<file path="src/btgb_pkg.sv">
package btgb_pkg;

  // field widths
  localparam int COORD_W    = 16;
  localparam int COLOR_W    = 32;
  localparam int ADDR_W     = 32;
  localparam int CODE_W     = 8;
  localparam int FIDX_W     = 12;
  localparam int FBYTE_W    = 8;
  localparam int DIM_W      = 13;
  localparam int STRIDE_W   = 14;
  localparam int CFG_IDX_W  = 2;
  localparam int CFG_DATA_W = 32;
  localparam int MASK_W     = 8;

  // font layout: every glyph owns 16 byte slots
  localparam int ROW_FIELD_W = 4;
  localparam int GLYPH_W     = 8;
  localparam int LINE_STEP   = 16;

  localparam logic [COORD_W-1:0] COORD_MAX = 16'hFFFF;

  // control characters
  localparam logic [CODE_W-1:0] CHAR_NUL = 8'h00;
  localparam logic [CODE_W-1:0] CHAR_LF  = 8'h0A;
  localparam logic [CODE_W-1:0] CHAR_CR  = 8'h0D;

  // register reset values
  localparam logic [DIM_W-1:0]    RST_FRAME_WIDTH  = 13'd640;
  localparam logic [DIM_W-1:0]    RST_FRAME_HEIGHT = 13'd480;
  localparam logic [STRIDE_W-1:0] RST_ROW_STRIDE   = 14'd640;

  typedef enum logic [CFG_IDX_W-1:0] {
    REG_FRAME_BASE   = 2'd0,
    REG_FRAME_WIDTH  = 2'd1,
    REG_FRAME_HEIGHT = 2'd2,
    REG_ROW_STRIDE   = 2'd3
  } cfg_reg_t;

  typedef enum logic [1:0] {
    ST_IDLE,
    ST_SETUP,
    ST_ADDR,
    ST_ROWS
  } blit_state_t;

  // controller to datapath
  typedef struct packed {
    logic in_ready;
    logic take;
    logic setup;
    logic addr_init;
    logic row_load;
  } dp_cmd_t;

  // datapath to controller
  typedef struct packed {
    logic draw_go;
    logic out_free;
    logic last;
  } dp_status_t;

endpackage

</file>
<file path="src/btgb_ctrl.sv">
module btgb_ctrl (
  input  logic                 clk,
  input  logic                 rst,
  input  logic                 in_valid,
  input  btgb_pkg::dp_status_t sts,
  output btgb_pkg::dp_cmd_t    cmd
);

  btgb_pkg::blit_state_t state, state_next;

  // state register
  always_ff @(posedge clk) begin
    if (rst) begin
      state <= btgb_pkg::ST_IDLE;
    end else begin
      state <= state_next;
    end
  end

  // next state and commands
  always_comb begin
    state_next = state;
    cmd        = '0;
    case (state)
      btgb_pkg::ST_IDLE: begin
        cmd.in_ready = 1'b1;
        cmd.take     = in_valid;
        if (in_valid && sts.draw_go) begin
          state_next = btgb_pkg::ST_SETUP;
        end
      end
      btgb_pkg::ST_SETUP: begin
        cmd.setup  = 1'b1;
        state_next = btgb_pkg::ST_ADDR;
      end
      btgb_pkg::ST_ADDR: begin
        cmd.addr_init = 1'b1;
        state_next    = btgb_pkg::ST_ROWS;
      end
      btgb_pkg::ST_ROWS: begin
        if (sts.out_free) begin
          cmd.row_load = 1'b1;
          if (sts.last) begin
            state_next = btgb_pkg::ST_IDLE;
          end
        end
      end
      default: begin
        state_next = btgb_pkg::ST_IDLE;
      end
    endcase
  end

endmodule

</file>
<file path="config.mk">
export PLATFORM = sky130hd
export DESIGN_NAME = btgb_ctrl
export DESIGN_NICKNAME = d
export VERILOG_FILES = /design/src/btgb_pkg.sv /design/src/btgb_ctrl.sv
export SDC_FILE = /design/constraint.sdc
export NUM_CORES = 1
export LEC_CHECK = 0
export BUFFER_PORTS_ARGS = -buffer_cell sky130_fd_sc_hd__clkbuf_2
export CAP_MARGIN = 10
export CORE_AREA = 4 4 41 43
export DETAILED_ROUTE_END_ITERATION = 10
export DIE_AREA = 0 0 45 47
export PLACE_DENSITY = 0.36
export SLEW_MARGIN = 5
export SYNTH_ARGS = -nofsm -noshare
export SYNTH_HDL_FRONTEND = slang
export SYNTH_SLANG_ARGS = --single-unit
</file>
<file path="constraint.sdc">
create_clock -name clk -period 1.2 [get_ports clk]
set_input_delay 0.06 -clock clk [delete_from_list [all_inputs] [get_ports clk]]
set_output_delay 0.06 -clock clk [all_outputs]
set_load 0.02 [all_outputs]
</file>
# After elaboration in Yosys (flattened, before gate mapping)
# Cells that the tools add are included.
# word_totals
ff_bits	2
inputBits	6
out_inout_bits	5
wordCells	19
# classes
eq_ne	6
n_mux	9
reduce_logical	3
# ops
cell	count
$mux W2	4
$pmux W2 S4	1
$ne A2 B2 Y1 const B	3
$eq A2 B2 Y1 const B	2
$mux W1	4
$reduce_and A3 Y1	1
$eq A2 B1 Y1 const B	1
$logic_not A2 Y1	1
$logic_and A1 B1 Y1	1

# Logic depth before layout (Yosys ltp)
# depth
depth_word	3
ltp_mapped	4

# Worst setup path before layout
# No wires, ideal clock.
# synth_path
kind	register to register
from	register state[0]
to	register state[0]
arrival_time_ns	1.128
required_time_ns	1.128
setup_slack_ns	0.000
path_stages_with_launch	5
n_path_buf	0
synth_period_minus_slack_ns	1.200
path_cell_list	dfxtp_1 > inv_1 > ha_1 > a22oi_4 > mux2i_1
# synth_between
elab_chain_len	3
word_cells_on_any_way	9
# synth_lines
item	line_no	text
start: declaration	btgb_ctrl.sv:9	btgb_pkg::blit_state_t state, state_next;
start signal: assignment	btgb_ctrl.sv:14	state <= btgb_pkg::ST_IDLE;
start signal: assignment	btgb_ctrl.sv:16	state <= state_next;
$eq A2 B2 Y1 or $logic_not A2 Y1 (tied branches)	btgb_ctrl.sv:24	case (state)
$ne A2 B2 Y1 (no source line)	--	
$reduce_and A3 Y1 (no source line)	--	
# Several ways; a longest one is shown, not always the timed one.
# A chain may end at the register's enable or synchronous reset.

==> results.md <==
* Antenna violations before repair at 0
* Number of antenna diodes at 0
* Max-capacitance violation count at 0
* H-tree level count at 1
* GR Util All Layers at 0.05280
* Utilization after layout at 0.2529
* Cells after Synth at 20
* Critical Setup Path Class: flop to output pin
* Area of the die at 0.002115 mm2
* Finished Layout Cells at 49
* Die height at 47 um
* Post-synthesis mux area share at 0.09938
* Wire length of the first global-routing pass at 731 um
* Cell Count Post-Placement at 45
* Placement row count at 13
* Multi-input gate area in the final layout at 168.9 um2
* Cts hold-fix bufs at 0
* Post-detailed-route DRC marker count at 0
* First-pass DRT Iterations at 2
* Result of the run: finished clean
* CP Launch Type: flop
* FF+latch area at 45.04 um2
* Summed area of non-filler cells in the final layout at 329.1 um2
* Count of endpoints failing hold in the final timing report at 0
* Average cell area after synthesis at 10.07 um2
* Static leakage at 0.0001688 uW
* Final net count at 47
* Initial Utilization at 0.1548
* Root buf cell: clkbuf_4
* Largest net degree at the start of global routing at 5
* Port-buffer cells at 10
* Yosys synthesis warning count at 0
* DRT antenna net count at 0
* Via count of the first global-routing pass at 196
* Vias/cell at 3.673
* Max Fanout on Critical Path at 3
* Worst Max-Slew Pin Slew at 0.1639 ns
* Number of instances on the worst hold path at 3
* Largest family of logic cells by synthesized area: adder cells
* Min-delay worst type: input pin to flop
* Grt ovf at 0
* Req. time, crit path at 1.14 ns
* TritonCTS Sinks at 2
* Upper clock frequency limit at 872.0 MHz
* Number of distinct library cells after synthesis at 11
* Largest register FFs at 2
* Placer Congestion at 0.7105
* Ports at 11
* Number of failing setup endpoints in the final timing report at 0
* Compound-gate portion of the synthesized area at 0.1429
* Number of vias in the routed layout at 180
* Maximum VDD drop at 0.9038 mV
* Post-synthesis share of cell area spent on and, or, nand and nor gates at 0.2112
* Number of buffers on the longest clock path at 2
* Width of the chip at 45 um
* Share of post-route cells with drive strength above 1 at 0.6765
* Synth Net Count at 31
* Final WL at 416 um
* Violation count after the first detailed-route iteration at 3
* Worst-case headroom to the max-slew limit at 0.8908
* Pwr Density at 2293 mW/mm2
* Arrival time reported for the critical path endpoint at 1.09 ns
* Core outline area at 0.001301 mm2
* Register bank with the most flops: state
* Clock-pin slew of the registers on the worst-case setup and hold paths at 0.03 ns
* Clock buffer count from CTS at 3
* Setup repair after global routing missed its margin: true
* Clock network latency to the later pin of the worst-skew pair at 0.22 ns
* FF+latch count, synth at 2
* Area added between synthesis and finish at 63.35%
* Detailed-route wire length per cell at 8.490 um
* Sequential area share after synthesis at 0.1988
* Type of destination of the critical path: output pin
* Area after detailed placement at 272.8 um2
* Final worst path period need at 1.147 ns
* Total Power Consumption at 754.5 uW
* Clock Skew at 0.003374 ns
* Fill cell count at 141
* Final period util at 0.9556
* Largest registers: state (2)
* Final number of max-transition violations at 0
* Mapped cell area at 201.4 um2
* TritonCTS clock tree: yes
* Fraction of synthesized cell area in xor and xnor cells at 0
* Share of synthesized cell area in full adder, half adder and majority cells at 0.3106
* FF-to-FF path depth at 4
## cells in the mapped netlist
master	n	area [um2]
a22oi_4	1	21.27
and2_1	1	6.260
and2_2	1	7.510
dfxtp_1	2	40.04
ha_1	5	62.56
inv_1	2	7.510
mux2i_1	2	20.02
nand2_1	1	3.750
nand2_2	1	6.260
nand2b_1	3	18.77
o21bai_1	1	7.510
## kinds of logic after synthesis
logic type	count (synthesis)
compound gates	2
fa+ha+maj	5
buf+inv	2
flops	2
mux	2
simple gates	7
## metrics by stage
stage                     setup TNS, ns  setup slack (ns)  hold slack, ns
after floorplan                       0           0.08762          0.2403
after global placement                0           0.03536          0.3863
after detailed placement              0           0.02847          0.3707
after CTS                             0          0.003555          0.1210
after global routing          -0.006436         -0.006436          0.1558
final                                 0           0.05325          0.1312
## worst max-delay path: stages, from the launching register on
cell and delay [ns]:
dfxtp_2 0.34, inv_2 0.06, ha_4 0.17, and2_2 0.17, buf_6 0.13
## power breakdown
part	switching, uW	internal, uW
combinational	237	227
clock	37.3	110
sequential	36.2	107
total	311	444
## placed cells by master (no fill, tap or decap)
master / netlist / final
a22oi_4: 1 / 1
and2_1: 1 / 1
and2_2: 1 / 1
buf_2: 0 / 1
buf_4: 0 / 1
buf_6: 0 / 1
clkbuf_2: 0 / 8
clkbuf_4: 0 / 3
dfxtp_2: 0 / 1
dfxtp_4: 0 / 1
ha_1: 5 / 3
ha_2: 0 / 1
ha_4: 0 / 1
inv_2: 0 / 1
inv_4: 0 / 1
mux2i_1: 2 / 2
nand2_1: 1 / 1
nand2_2: 1 / 1
nand2b_1: 3 / 3
o21bai_1: 1 / 1
## final timing paths
path / start / to / slack (ns)
max: state[0] / cmd[3] / 0.05
min: rst / state[0] / 0.13
max reg2reg: state[0] / state[1] / 0.17
min reg2reg: state[1] / state[1] / 0.53
## routing by layer
metal,wire [um],global-route usage
met3,67,0.04598
met5,0,0
met4,0,0.03509
met2,174,0.08192
met1,173,0.04515
## cell type report
type | instances | share of cell area
multi-input cells | 16 | 0.5133
repair buffers | 11 | 0.1939
flip-flops and latches | 2 | 0.1369
clock buffers | 3 | 0.06844
well taps | 15 | 0.05703
inverters | 2 | 0.03042
## timing repair
action | CTS | global route
buffers inserted | 1 | 0
endpoints found under the setup margin | 2 | 2
pin swaps | 1 | 0
resized for setup | 6 | 6
Power figures use the tool's default switching activity.
